`src/rtl/vabi_pkg.sv`:
```
// Package for the video/audio byte interleaver: sizes, register indexes,
// reset values and the structs shared by the modules. No dependencies.
package vabi_pkg;

  // Width of the internal read offset counters.
  localparam int OFFSET_BITS = 24;
  // Width of the offset field of a result and of the store length registers.
  localparam int OUT_BITS    = 24;
  localparam int LEN_BITS    = 24;
  localparam int CMP_BITS    = (OFFSET_BITS > LEN_BITS) ? OFFSET_BITS : LEN_BITS;
  localparam int POS_BITS    = 12;
  localparam int GAP_BITS    = 5;
  localparam int CFG_IDX_BITS  = 3;
  localparam int CFG_DATA_BITS = 24;

  typedef enum logic [CFG_IDX_BITS-1:0] {
    REG_BITMAP_LENGTH  = 3'd0,
    REG_AUDIO_LENGTH   = 3'd1,
    REG_FIRST_REGION   = 3'd2,
    REG_FIRST_STRIDE   = 3'd3,
    REG_SECOND_REGION  = 3'd4,
    REG_SECOND_STRIDE  = 3'd5,
    REG_TAIL_AUDIO     = 3'd6
  } cfg_reg_e;

  localparam logic [LEN_BITS-1:0] RST_BITMAP_LENGTH = LEN_BITS'(22 * 16 * 10);
  localparam logic [LEN_BITS-1:0] RST_AUDIO_LENGTH  = LEN_BITS'(4096);
  localparam logic [POS_BITS-1:0] RST_FIRST_REGION  = POS_BITS'(22 * 16 * 8);
  localparam logic [GAP_BITS-1:0] RST_FIRST_STRIDE  = GAP_BITS'(16);
  localparam logic [POS_BITS-1:0] RST_SECOND_REGION = POS_BITS'(22 * 16 * 2);
  localparam logic [GAP_BITS-1:0] RST_SECOND_STRIDE = GAP_BITS'(24);
  localparam logic [GAP_BITS-1:0] RST_TAIL_AUDIO    = GAP_BITS'(23);

  typedef struct packed {
    logic [LEN_BITS-1:0] bitmap_length;
    logic [LEN_BITS-1:0] audio_length;
    logic [POS_BITS-1:0] first_region_bytes;
    logic [GAP_BITS-1:0] first_stride;
    logic [POS_BITS-1:0] second_region_bytes;
    logic [GAP_BITS-1:0] second_stride;
    logic [GAP_BITS-1:0] tail_audio_count;
  } cfg_t;

  typedef struct packed {
    logic [OFFSET_BITS-1:0] bitmap_offset;
    logic [OFFSET_BITS-1:0] audio_offset;
    logic [POS_BITS-1:0]    frame_position;
    logic [GAP_BITS-1:0]    first_gap_count;
    logic [GAP_BITS-1:0]    second_gap_count;
    logic [GAP_BITS-1:0]    audio_pending;
  } state_t;

endpackage

```
`src/rtl/vabi_intf.sv`:
```
// Channel interfaces of the interleaver: strobe input, result output and
// configuration write. Depends on vabi_pkg for the field widths.
interface vabi_in_if;
  logic valid;
  logic ready;
  logic select_high;
  modport source (output valid, output select_high, input ready);
  modport sink   (input valid, input select_high, output ready);
endinterface

interface vabi_out_if;
  logic                         valid;
  logic                         ready;
  logic                         from_audio;
  logic [vabi_pkg::OUT_BITS-1:0] read_offset;
  modport source (output valid, output from_audio, output read_offset, input ready);
  modport sink   (input valid, input from_audio, input read_offset, output ready);
endinterface

interface vabi_cfg_if;
  logic                              valid;
  logic                              ready;
  logic [vabi_pkg::CFG_IDX_BITS-1:0]  index;
  logic [vabi_pkg::CFG_DATA_BITS-1:0] data;
  modport source (output valid, output index, output data, input ready);
  modport sink   (input valid, input index, input data, output ready);
endinterface

```
`src/rtl/vabi_cfg.sv`:
```
// Configuration register file of the interleaver.
// Depends on vabi_pkg and the configuration channel in vabi_intf.
module vabi_cfg (
  input  logic            clk_i,
  input  logic            rst_ni,
  vabi_cfg_if.sink        cfg_i,
  output vabi_pkg::cfg_t  cfg_o
);
  import vabi_pkg::*;

  cfg_t cfg_q, cfg_d;

  assign cfg_i.ready = 1'b1;

  always_comb begin
    cfg_d = cfg_q;
    if (cfg_i.valid) begin
      case (cfg_i.index)
        REG_BITMAP_LENGTH: cfg_d.bitmap_length       = cfg_i.data[LEN_BITS-1:0];
        REG_AUDIO_LENGTH:  cfg_d.audio_length        = cfg_i.data[LEN_BITS-1:0];
        REG_FIRST_REGION:  cfg_d.first_region_bytes  = cfg_i.data[POS_BITS-1:0];
        REG_FIRST_STRIDE:  cfg_d.first_stride        = cfg_i.data[GAP_BITS-1:0];
        REG_SECOND_REGION: cfg_d.second_region_bytes = cfg_i.data[POS_BITS-1:0];
        REG_SECOND_STRIDE: cfg_d.second_stride       = cfg_i.data[GAP_BITS-1:0];
        REG_TAIL_AUDIO:    cfg_d.tail_audio_count    = cfg_i.data[GAP_BITS-1:0];
        default:           cfg_d = cfg_q;
      endcase
    end
  end

  always_ff @(posedge clk_i or negedge rst_ni) begin
    if (!rst_ni) begin
      cfg_q.bitmap_length       <= RST_BITMAP_LENGTH;
      cfg_q.audio_length        <= RST_AUDIO_LENGTH;
      cfg_q.first_region_bytes  <= RST_FIRST_REGION;
      cfg_q.first_stride        <= RST_FIRST_STRIDE;
      cfg_q.second_region_bytes <= RST_SECOND_REGION;
      cfg_q.second_stride       <= RST_SECOND_STRIDE;
      cfg_q.tail_audio_count    <= RST_TAIL_AUDIO;
    end else begin
      cfg_q <= cfg_d;
    end
  end

  assign cfg_o = cfg_q;

endmodule

```
`src/rtl/vabi_step.sv`:
```
// Next-state and result logic for one port strobe of the interleaver.
// Purely combinational; depends on vabi_pkg.
module vabi_step (
  input  vabi_pkg::cfg_t                 cfg_i,
  input  vabi_pkg::state_t               state_i,
  input  logic                           select_high_i,
  output vabi_pkg::state_t               state_o,
  output logic                           from_audio_o,
  output logic [vabi_pkg::OUT_BITS-1:0]  read_offset_o
);
  import vabi_pkg::*;

  logic [POS_BITS:0]      region_end;
  logic [OFFSET_BITS-1:0] bitmap_inc;
  logic [OFFSET_BITS-1:0] audio_inc;
  logic [GAP_BITS-1:0]    first_gap_inc;
  logic [GAP_BITS-1:0]    second_gap_inc;
  logic [CMP_BITS-1:0]    out_ext;

  assign region_end     = {1'b0, cfg_i.first_region_bytes} + {1'b0, cfg_i.second_region_bytes};
  assign bitmap_inc     = state_i.bitmap_offset + OFFSET_BITS'(1);
  assign audio_inc      = state_i.audio_offset + OFFSET_BITS'(1);
  assign first_gap_inc  = state_i.first_gap_count + GAP_BITS'(1);
  assign second_gap_inc = state_i.second_gap_count + GAP_BITS'(1);

  always_comb begin
    state_o      = state_i;
    from_audio_o = 1'b0;
    out_ext      = CMP_BITS'(state_i.bitmap_offset);
    if (!select_high_i) begin
      state_o = '0;
    end else if (state_i.audio_pending != '0) begin
      // Audio byte owed: serve it and advance the audio offset only.
      from_audio_o          = 1'b1;
      out_ext               = CMP_BITS'(state_i.audio_offset);
      state_o.audio_pending = state_i.audio_pending - GAP_BITS'(1);
      state_o.audio_offset  = audio_inc;
      if (CMP_BITS'(audio_inc) >= CMP_BITS'(cfg_i.audio_length)) begin
        state_o.audio_offset = '0;
      end
    end else begin
      if (state_i.frame_position < cfg_i.first_region_bytes) begin
        state_o.frame_position  = state_i.frame_position + POS_BITS'(1);
        state_o.bitmap_offset   = bitmap_inc;
        state_o.first_gap_count = first_gap_inc;
        if (first_gap_inc >= cfg_i.first_stride) begin
          state_o.audio_pending   = GAP_BITS'(1);
          state_o.first_gap_count = '0;
        end
      end else if ({1'b0, state_i.frame_position} < region_end) begin
        state_o.frame_position   = state_i.frame_position + POS_BITS'(1);
        state_o.bitmap_offset    = bitmap_inc;
        state_o.second_gap_count = second_gap_inc;
        if (second_gap_inc >= cfg_i.second_stride) begin
          state_o.audio_pending    = GAP_BITS'(1);
          state_o.second_gap_count = '0;
        end
      end else begin
        // End of frame: the bitmap byte repeats and the audio burst is queued.
        state_o.frame_position   = '0;
        state_o.first_gap_count  = '0;
        state_o.second_gap_count = '0;
        state_o.audio_pending    = cfg_i.tail_audio_count;
      end
      if (CMP_BITS'(state_o.bitmap_offset) >= CMP_BITS'(cfg_i.bitmap_length)) begin
        state_o.bitmap_offset  = '0;
        state_o.frame_position = '0;
      end
    end
  end

  assign read_offset_o = out_ext[OUT_BITS-1:0];

endmodule

```
`src/rtl/video_audio_byte_interleaver.sv`:
```
// Top level of the video/audio byte interleaver: configuration registers,
// counter state and the result register. Depends on vabi_pkg, vabi_intf,
// vabi_cfg and vabi_step.

// The interleaver takes one transaction per strobe of the byte port, one per
// clock cycle when the result side keeps up: every accepted transaction is
// processed in the cycle it is accepted, its counters update at that clock
// edge and its result lands in a single output register. A transaction with
// select_high low clears all counters and both offsets and produces no
// result; one with select_high high produces exactly one result naming the
// store (bitmap or audio) and the offset to read. The input is ready whenever
// the output register is empty or is being drained in the same cycle, so
// throughput is set by that one register, which holds each result until taken.
// Configuration writes are always accepted and should only be issued while
// no result is outstanding; unknown register indexes are ignored.
module video_audio_byte_interleaver (
  input  logic       clk_i,
  input  logic       rst_ni,
  vabi_in_if.sink    in_i,
  vabi_out_if.source out_o,
  vabi_cfg_if.sink   cfg_i
);
  import vabi_pkg::*;

  cfg_t                cfg;
  state_t              state_q, state_d;
  logic                out_valid_q, out_valid_d;
  logic                from_audio_q, from_audio_d;
  logic [OUT_BITS-1:0] read_offset_q, read_offset_d;
  logic                in_fire;
  logic                out_fire;

  vabi_cfg u_cfg (
    .clk_i  (clk_i),
    .rst_ni (rst_ni),
    .cfg_i  (cfg_i),
    .cfg_o  (cfg)
  );

  vabi_step u_step (
    .cfg_i         (cfg),
    .state_i       (state_q),
    .select_high_i (in_i.select_high),
    .state_o       (state_d),
    .from_audio_o  (from_audio_d),
    .read_offset_o (read_offset_d)
  );

  // The result register frees up in the same cycle it is drained.
  assign in_i.ready = !out_valid_q || out_o.ready;
  assign in_fire    = in_i.valid && in_i.ready;
  assign out_fire   = out_valid_q && out_o.ready;

  always_comb begin
    out_valid_d = out_valid_q;
    if (out_fire) begin
      out_valid_d = 1'b0;
    end
    if (in_fire && in_i.select_high) begin
      out_valid_d = 1'b1;
    end
  end

  always_ff @(posedge clk_i or negedge rst_ni) begin
    if (!rst_ni) begin
      state_q     <= '0;
      out_valid_q <= 1'b0;
    end else begin
      out_valid_q <= out_valid_d;
      if (in_fire) begin
        state_q <= state_d;
      end
    end
  end

  always_ff @(posedge clk_i) begin
    if (in_fire && in_i.select_high) begin
      from_audio_q  <= from_audio_d;
      read_offset_q <= read_offset_d;
    end
  end

  assign out_o.valid       = out_valid_q;
  assign out_o.from_audio  = from_audio_q;
  assign out_o.read_offset = read_offset_q;

  // A select-low transaction leaves every counter and offset at zero.
  assert property (@(posedge clk_i) disable iff (!rst_ni)
    in_fire && !in_i.select_high |=> state_q == '0)
    else $error("counters not cleared by select-low transaction");

  // A serving transaction always leaves a result waiting in the next cycle.
  assert property (@(posedge clk_i) disable iff (!rst_ni)
    in_fire && in_i.select_high |=> out_valid_q)
    else $error("serving transaction produced no result");

  // An owed audio byte is served before any bitmap byte.
  assert property (@(posedge clk_i) disable iff (!rst_ni)
    in_fire && in_i.select_high && state_q.audio_pending != '0 |=> from_audio_q)
    else $error("bitmap byte served while audio was pending");

  // With nothing owed, the byte comes from the bitmap store.
  assert property (@(posedge clk_i) disable iff (!rst_ni)
    in_fire && in_i.select_high && state_q.audio_pending == '0 |=> !from_audio_q)
    else $error("audio byte served with nothing pending");

endmodule
```
`src/flat_wrapper.sv`:
```
// flat-port wrapper written by rule: the top's interface ports become plain ports
module video_audio_byte_interleaver_flat import vabi_pkg::*;
  (clk_i, rst_ni, in_i_valid, in_i_select_high, in_i_ready, out_o_valid, out_o_from_audio, out_o_read_offset, out_o_ready, cfg_i_valid, cfg_i_index, cfg_i_data, cfg_i_ready);
  vabi_in_if in_i_i ();
  vabi_out_if out_o_i ();
  vabi_cfg_if cfg_i_i ();
  input  logic clk_i;
  input  logic rst_ni;
  input wire logic [$bits(in_i_i.valid)-1:0] in_i_valid;
  input wire logic [$bits(in_i_i.select_high)-1:0] in_i_select_high;
  output wire logic [$bits(in_i_i.ready)-1:0] in_i_ready;
  output wire logic [$bits(out_o_i.valid)-1:0] out_o_valid;
  output wire logic [$bits(out_o_i.from_audio)-1:0] out_o_from_audio;
  output wire logic [$bits(out_o_i.read_offset)-1:0] out_o_read_offset;
  input wire logic [$bits(out_o_i.ready)-1:0] out_o_ready;
  input wire logic [$bits(cfg_i_i.valid)-1:0] cfg_i_valid;
  input wire logic [$bits(cfg_i_i.index)-1:0] cfg_i_index;
  input wire logic [$bits(cfg_i_i.data)-1:0] cfg_i_data;
  output wire logic [$bits(cfg_i_i.ready)-1:0] cfg_i_ready;
  assign in_i_i.valid = in_i_valid;
  assign in_i_i.select_high = in_i_select_high;
  assign in_i_ready = in_i_i.ready;
  assign out_o_valid = out_o_i.valid;
  assign out_o_from_audio = out_o_i.from_audio;
  assign out_o_read_offset = out_o_i.read_offset;
  assign out_o_i.ready = out_o_ready;
  assign cfg_i_i.valid = cfg_i_valid;
  assign cfg_i_i.index = cfg_i_index;
  assign cfg_i_i.data = cfg_i_data;
  assign cfg_i_ready = cfg_i_i.ready;
  video_audio_byte_interleaver u_core (.clk_i(clk_i), .rst_ni(rst_ni), .in_i(in_i_i), .out_o(out_o_i), .cfg_i(cfg_i_i));
endmodule
```
`config.mk`:
```
export PLATFORM = sky130hd
export DESIGN_NAME = video_audio_byte_interleaver_flat
export DESIGN_NICKNAME = d
export VERILOG_FILES = /design/src/rtl/vabi_pkg.sv /design/src/rtl/vabi_intf.sv /design/src/rtl/vabi_cfg.sv /design/src/rtl/vabi_step.sv /design/src/rtl/video_audio_byte_interleaver.sv /design/src/flat_wrapper.sv
export SDC_FILE = /design/constraint.sdc
export NUM_CORES = 1
export LEC_CHECK = 0
export BUFFER_PORTS_ARGS = -buffer_cell sky130_fd_sc_hd__buf_2
export CAP_MARGIN = 20
export CORE_MARGIN = 2
export CORE_UTILIZATION = 65
export DETAILED_ROUTE_END_ITERATION = 8
export GPL_ROUTABILITY_DRIVEN = 1
export GPL_TIMING_DRIVEN = 0
export PLACE_DENSITY = 0.84
export SETUP_SLACK_MARGIN = 0.1
export SLEW_MARGIN = 20
export SYNTH_ARGS = -nofsm -noshare
export SYNTH_HDL_FRONTEND = slang
export SYNTH_HIERARCHICAL = 1
export SYNTH_SLANG_ARGS = --single-unit
```
`constraint.sdc`:
```
create_clock -name clk_i -period 9.3 [get_ports clk_i]
set_clock_uncertainty 0.15 [all_clocks]
set_input_delay 0.93 -clock clk_i [delete_from_list [all_inputs] [get_ports clk_i]]
set_output_delay 0.93 -clock clk_i [all_outputs]
set_load 0.005 [all_outputs]
```
# ---- After elaboration in Yosys (flattened, before gate mapping)
# Index checks and enable logic that the tools add are counted.
dict set report word_totals {
  reg_bits 188
  inputBits 33
  output_inout_bits 28
  wordCells 87
}
dict set report op_classes {
  addsub 7
  magnitude_cmp 6
  n_eq_ne 12
  mux 26
  reduce_logical 20
}
# cell n
set ops {}
lappend ops {{24-bit 2-to-1 mux} 10}
lappend ops {{75-bit 2-to-1 mux} 1}
lappend ops {{24-bit by 1-bit adder with 24-bit output, second input constant} 2}
lappend ops {{24-bit >= comparator} 2}
lappend ops {{5-bit 2-to-1 mux} 6}
lappend ops {{12-bit 2-to-1 mux} 2}
lappend ops {{22-bit 2-to-1 mux} 1}
lappend ops {{10-bit 2-to-1 mux} 2}
lappend ops {{2-bit AND reduction} 9}
lappend ops {{17-bit 2-to-1 mux} 1}
lappend ops {{12-bit by 12-bit adder with 13-bit output} 1}
lappend ops {{12-bit by 13-bit less-than comparator with 1-bit output} 1}
lappend ops {{12-bit by 1-bit adder with 12-bit output, second input constant} 1}
lappend ops {{12-bit less-than comparator} 1}
lappend ops {{5-bit by 1-bit adder with 5-bit output, second input constant} 2}
lappend ops {{5-bit >= comparator} 2}
lappend ops {{3-bit == test, second input constant} 3}
lappend ops {{3-bit AND reduction} 3}
lappend ops {{3-bit by 2-bit == test with 1-bit output, second input constant} 2}
lappend ops {{5-bit by 4-bit != test with 1-bit output, second input constant} 1}
lappend ops {{5-bit nonzero test} 1}
lappend ops {{5-bit by 1-bit subtractor with 5-bit output, second input constant} 1}
lappend ops {{2-bit != test, second input constant} 2}
lappend ops {{4-bit by 3-bit != test with 1-bit output, second input constant} 1}
lappend ops {{9 further kinds} 13}

# ---- Longest topological paths before layout
dict set report logic_depth {
  ltp_word 10
  mapped_depth 28
}

# ---- Cells and area by module
# Netlist, hierarchy kept.
# module n_inst cells_each area_per_inst_um2 seq_area_each_um2
set by_module_without_submodules {}
lappend by_module_without_submodules {vabi_step 1 850 5560.3 0.0}
lappend by_module_without_submodules {video_audio_byte_interleaver 1 189 3839.9 2652.5}
lappend by_module_without_submodules {vabi_cfg 1 190 3348.2 2200.9}

# ---- Worst setup path before layout
# Ideal clock, no wire load.
dict set report synth_path {
  kind {reg2reg}
  startpoint {register u_core.u_cfg.cfg_q, in the netlist u_core/u_cfg/cfg_o[27]}
  endpoint {register u_core/state_q[17] (netlist name)}
  setup_ns 0.125
  arrival_ns 5.235
  required_ns 9.025
  path_slack_ns 3.790
  path_stages_with_launch 29
  cell_sequence {dfrtp_1 ha_1 inv_1 fa_1 nand2b_1 a21oi_1 o31a_1 a21boi_0 xor2_1 ha_1 a21oi_1 o221ai_1 a211oi_1 a211oi_2 buf_6 a211oi_1 buf_2 nand2_1 xnor2_1 ha_1 nand4_1 nor2_1 nand4_1 o211ai_1 a21o_1 clkbuf_1 nor2_1 a22o_1 mux2_4}
}
# element line_no
set synth_lines {}
lappend synth_lines {{start, declared} vabi_cfg.sv:11} ;# cfg_t cfg_q, cfg_d;
lappend synth_lines {{start signal, assigned} vabi_cfg.sv:41} ;# cfg_q <= cfg_d;
lappend synth_lines {{end signal, assigned} video_audio_byte_interleaver.sv:71} ;# state_q <= state_d;
lappend synth_lines {{end, declared} video_audio_byte_interleaver.sv:26} ;# state_t state_q, state_d;

==> results.sh <==
export IMPL_synth_top_family_by_area="multiplexers"
export IMPL_core_area_um2=19300
export IMPL_power_switching_mw=1.05
export IMPL_async_flop_share=0.867
export IMPL_netlist_area_um2=12700
export IMPL_fin_crit_ps=7070
export IMPL_place_area_um2=13400
export IMPL_rsz0062_at_grt="false"
export IMPL_use_met2=0.542
export IMPL_gr_usage_all_layers=0.331
export IMPL_synth_ff_type="dfrtp_1"
export IMPL_cp_slowest_cell="clkbuf_1"
export IMPL_routed_wirelength_mm=32.7
export IMPL_numCtsBuffers=17
export IMPL_nNetsFinal=1441
export IMPL_remaining_drc_errors=0
export IMPL_n_fill_cell=1386
export IMPL_synth_xor_area_share=0.0433
export IMPL_htree_levels=4
export IMPL_drtIter0Drc=798
export IMPL_clock_path_buffers=2
export IMPL_wl_per_cell_um=20.6
export IMPL_ir_drop_mv=0.147
export IMPL_synth_fa_ha_area_frac=0.0978
export IMPL_power_frac_seq=0.380
export IMPL_cts_resized=0
export IMPL_antenna_found_initial=0
export IMPL_relSlewSlack=0.369
export IMPL_ys_warn_count=6
export IMPL_crit_path_frequent_cell="ha_1"
export IMPL_clk_latency_ps=450
export IMPL_rr_worst_depth=28
export IMPL_viasPerCell=6.36
export IMPL_critPathLaunchType="register"
export IMPL_grt_use_met3=0.0520
export IMPL_hold_buffers=0
export IMPL_root_buffer="clkbuf_16"
export IMPL_grt_pass1_wl_mm=52.3
export IMPL_pwr_share_comb=0.360
export IMPL_top_usage_layer="met2"
export IMPL_avgSynthCellArea_um2=10.4
export IMPL_final_antenna_net_count=0
export IMPL_dp_hpwl_mm=23.8
export IMPL_crit_required_ps=9490
export IMPL_critical_path_endpoint="u_core/state_q[17]"
export IMPL_synth_compound_area_frac=0.122
export IMPL_rows=51
export IMPL_drive_gt1_frac=0.255
export IMPL_initial_core_util=0.659
export IMPL_p_sw_frac=0.376
export IMPL_clkSinkCount=188
export IMPL_synthCells=1229
export IMPL_final_cell_mix="144 x dfrtp_1, 121 x nand2_1, 112 x mux2_2"
export IMPL_die_area_um2=20700
export IMPL_cp_arrival_ps=7260
export IMPL_synth_mux_area_frac=0.164
export IMPL_cp_end_kind="register"
export IMPL_n_antenna_cell=0
export IMPL_post_cts_setup_buffers=0
export IMPL_design_area_um2=14000
export IMPL_p_clk_frac=0.261
export IMPL_p_int_mw=1.74
export IMPL_p_per_area_nw_per_um2=199
export IMPL_rr_startpoint="u_core/u_cfg/cfg_o[27]"
export IMPL_hold_viol=0
export IMPL_vias=10100
export IMPL_fin_crit_sh=0.760
export IMPL_mostFrequentLayoutCell="dfrtp_1"
export IMPL_critical_path_class="reg -> reg"
export IMPL_grtUsageMet1=0.418
export IMPL_syn_nets=1361
export IMPL_grt_ovfl_total=0
export IMPL_drt_first_pass_iters=6
export IMPL_final_max_slew_violation_count=0
export IMPL_max_stage_delay_ps=520
export IMPL_setup_viol=0
export IMPL_clkTransAtPathRegs_ps=80
export IMPL_grt_pass1_vias=10000
export IMPL_synthDistinctLibCells=82
export IMPL_tns_ps=0
export IMPL_die_y_um=144
export IMPL_cellLeakagePower_nw=6.79
export IMPL_hold_class="in -> async"
export IMPL_globalplace_congestion=0.946
export IMPL_grt_max_degree=102
export IMPL_portBuffers=59
export IMPL_setup_worst_path_start="u_core/u_cfg/cfg_o[27]"
export IMPL_seq_area_frac_synth=0.381
export IMPL_synth_seq_cells=188
export IMPL_timing_fmax_mhz=142
export IMPL_status="completed"
export IMPL_r2r_end="u_core/state_q[17]"
export IMPL_io_pins=61
export IMPL_r2r_setup_slack_ps=2230
export IMPL_drv_cap=0
export IMPL_synthToLayoutAreaGrowth_pct=9.91
export IMPL_synth_edf_count=25
export IMPL_critPathMaxFanout=10
export IMPL_cts_tree="done"
export IMPL_max_slew_worst_pin_slew_ps=943
export IMPL_die_w_um=144
export IMPL_yosys_area_share_simple=0.134
cells in the mapped netlist, drive strengths merged, types with 28 or more instances:
cell	count	area share
ha	98	0.096
buf	42	0.026
inv	86	0.025
nand3	34	0.014
o21ai	36	0.014
dfrtp	144	0.28
a21oi	48	0.019
mux2	165	0.16
nor2	48	0.015
and3	31	0.015
xnor2	28	0.019
xor2	35	0.024
nand2	123	0.037
a31oi	40	0.020
layout make-up:
class / count / area (um2) / share of cell area
well taps: 265 / 332 / 0.0237
clock buffers: 18 / 439 / 0.0313
multi-input cells: 892 / 7160 / 0.511
clock inverters: 14 / 146 / 0.0104
plain buffers: 62 / 413 / 0.0295
inverters: 87 / 327 / 0.0233
flip-flops and latches: 188 / 4850 / 0.346
repair buffers: 61 / 344 / 0.0246
critical path, delay by kind of cell (launching register included):
family	cells	cell delay [ps]
xor+xnor	2	340
fa+ha+maj	4	1180
compound gates	11	2640
mux	1	270
flops	1	380
buf+inv	4	1070
simple gates	6	920
power by group through the flow:
stage	clock (mW)	combinational (mW)	sequential, mW
5_1_grt	0.767	1.10	1.08
3_3_place_gp	0	0.934	1.07
4_1_cts	0.736	0.983	1.06
6_report	0.728	1.01	1.06
2_1_floorplan	0	0.721	1.04
3_5_place_dp	0	0.972	1.07
logic make-up after synthesis:
group	count (synthesis)
compound gates	227
xor+xnor	63
fa+ha+maj	99
buf+inv	149
flops	188
mux	170
other cells	1
simple gates	332
registers in the layout (all words and copies together) (netlist names):
name                      count
u_core/out_o.valid            1
u_core/out_o.from_audio       1
u_core/state_q               75
u_core/u_cfg/cfg_o           87
u_core/out_o.read_offset     24
worst min-delay path by stage:
stage	slack [ps]	cells after the start	endpoint
2_1_floorplan	310	1	u_core/u_cfg/cfg_o[47]
3_3_place_gp	320	1	u_core/u_cfg/cfg_o[47]
3_5_place_dp	330	1	u_core/u_cfg/cfg_o[47]
4_1_cts	280	1	u_core/state_q[36]
5_1_grt	310	1	u_core/u_cfg/cfg_o[60]
6_report	260	1	u_core/state_q[35]
per-layer routing:
layer | part of all wire | routed length (um) | up-vias
met2 | 0.47 | 15500 | 452
met1 | 0.40 | 13200 | 4913
li1 | - | - | 4608
met4 | 0.054 | 1760 | 0
met5 | 0 | 0 | -
met3 | 0.068 | 2220 | 123
stage by stage:
| stage | hold WS [ps] | utilization | setup WS [ps] | power, mW | instances |
|---|---|---|---|---|---|
| floorplan | 308 | - | 3790 | 1.77 | 1229 |
| global placement | 321 | 0.692 | 2590 | 2.00 | 1553 |
| detailed placement | 329 | 0.694 | 2500 | 2.05 | 1555 |
| CTS | 281 | 0.725 | 2440 | 2.78 | 1587 |
| global route | 305 | 0.725 | 1880 | 2.94 | 1587 |
| finish | 261 | 0.725 | 2230 | 2.79 | 1587 |
No activity file was read; power rests on OpenSTA's default activity.
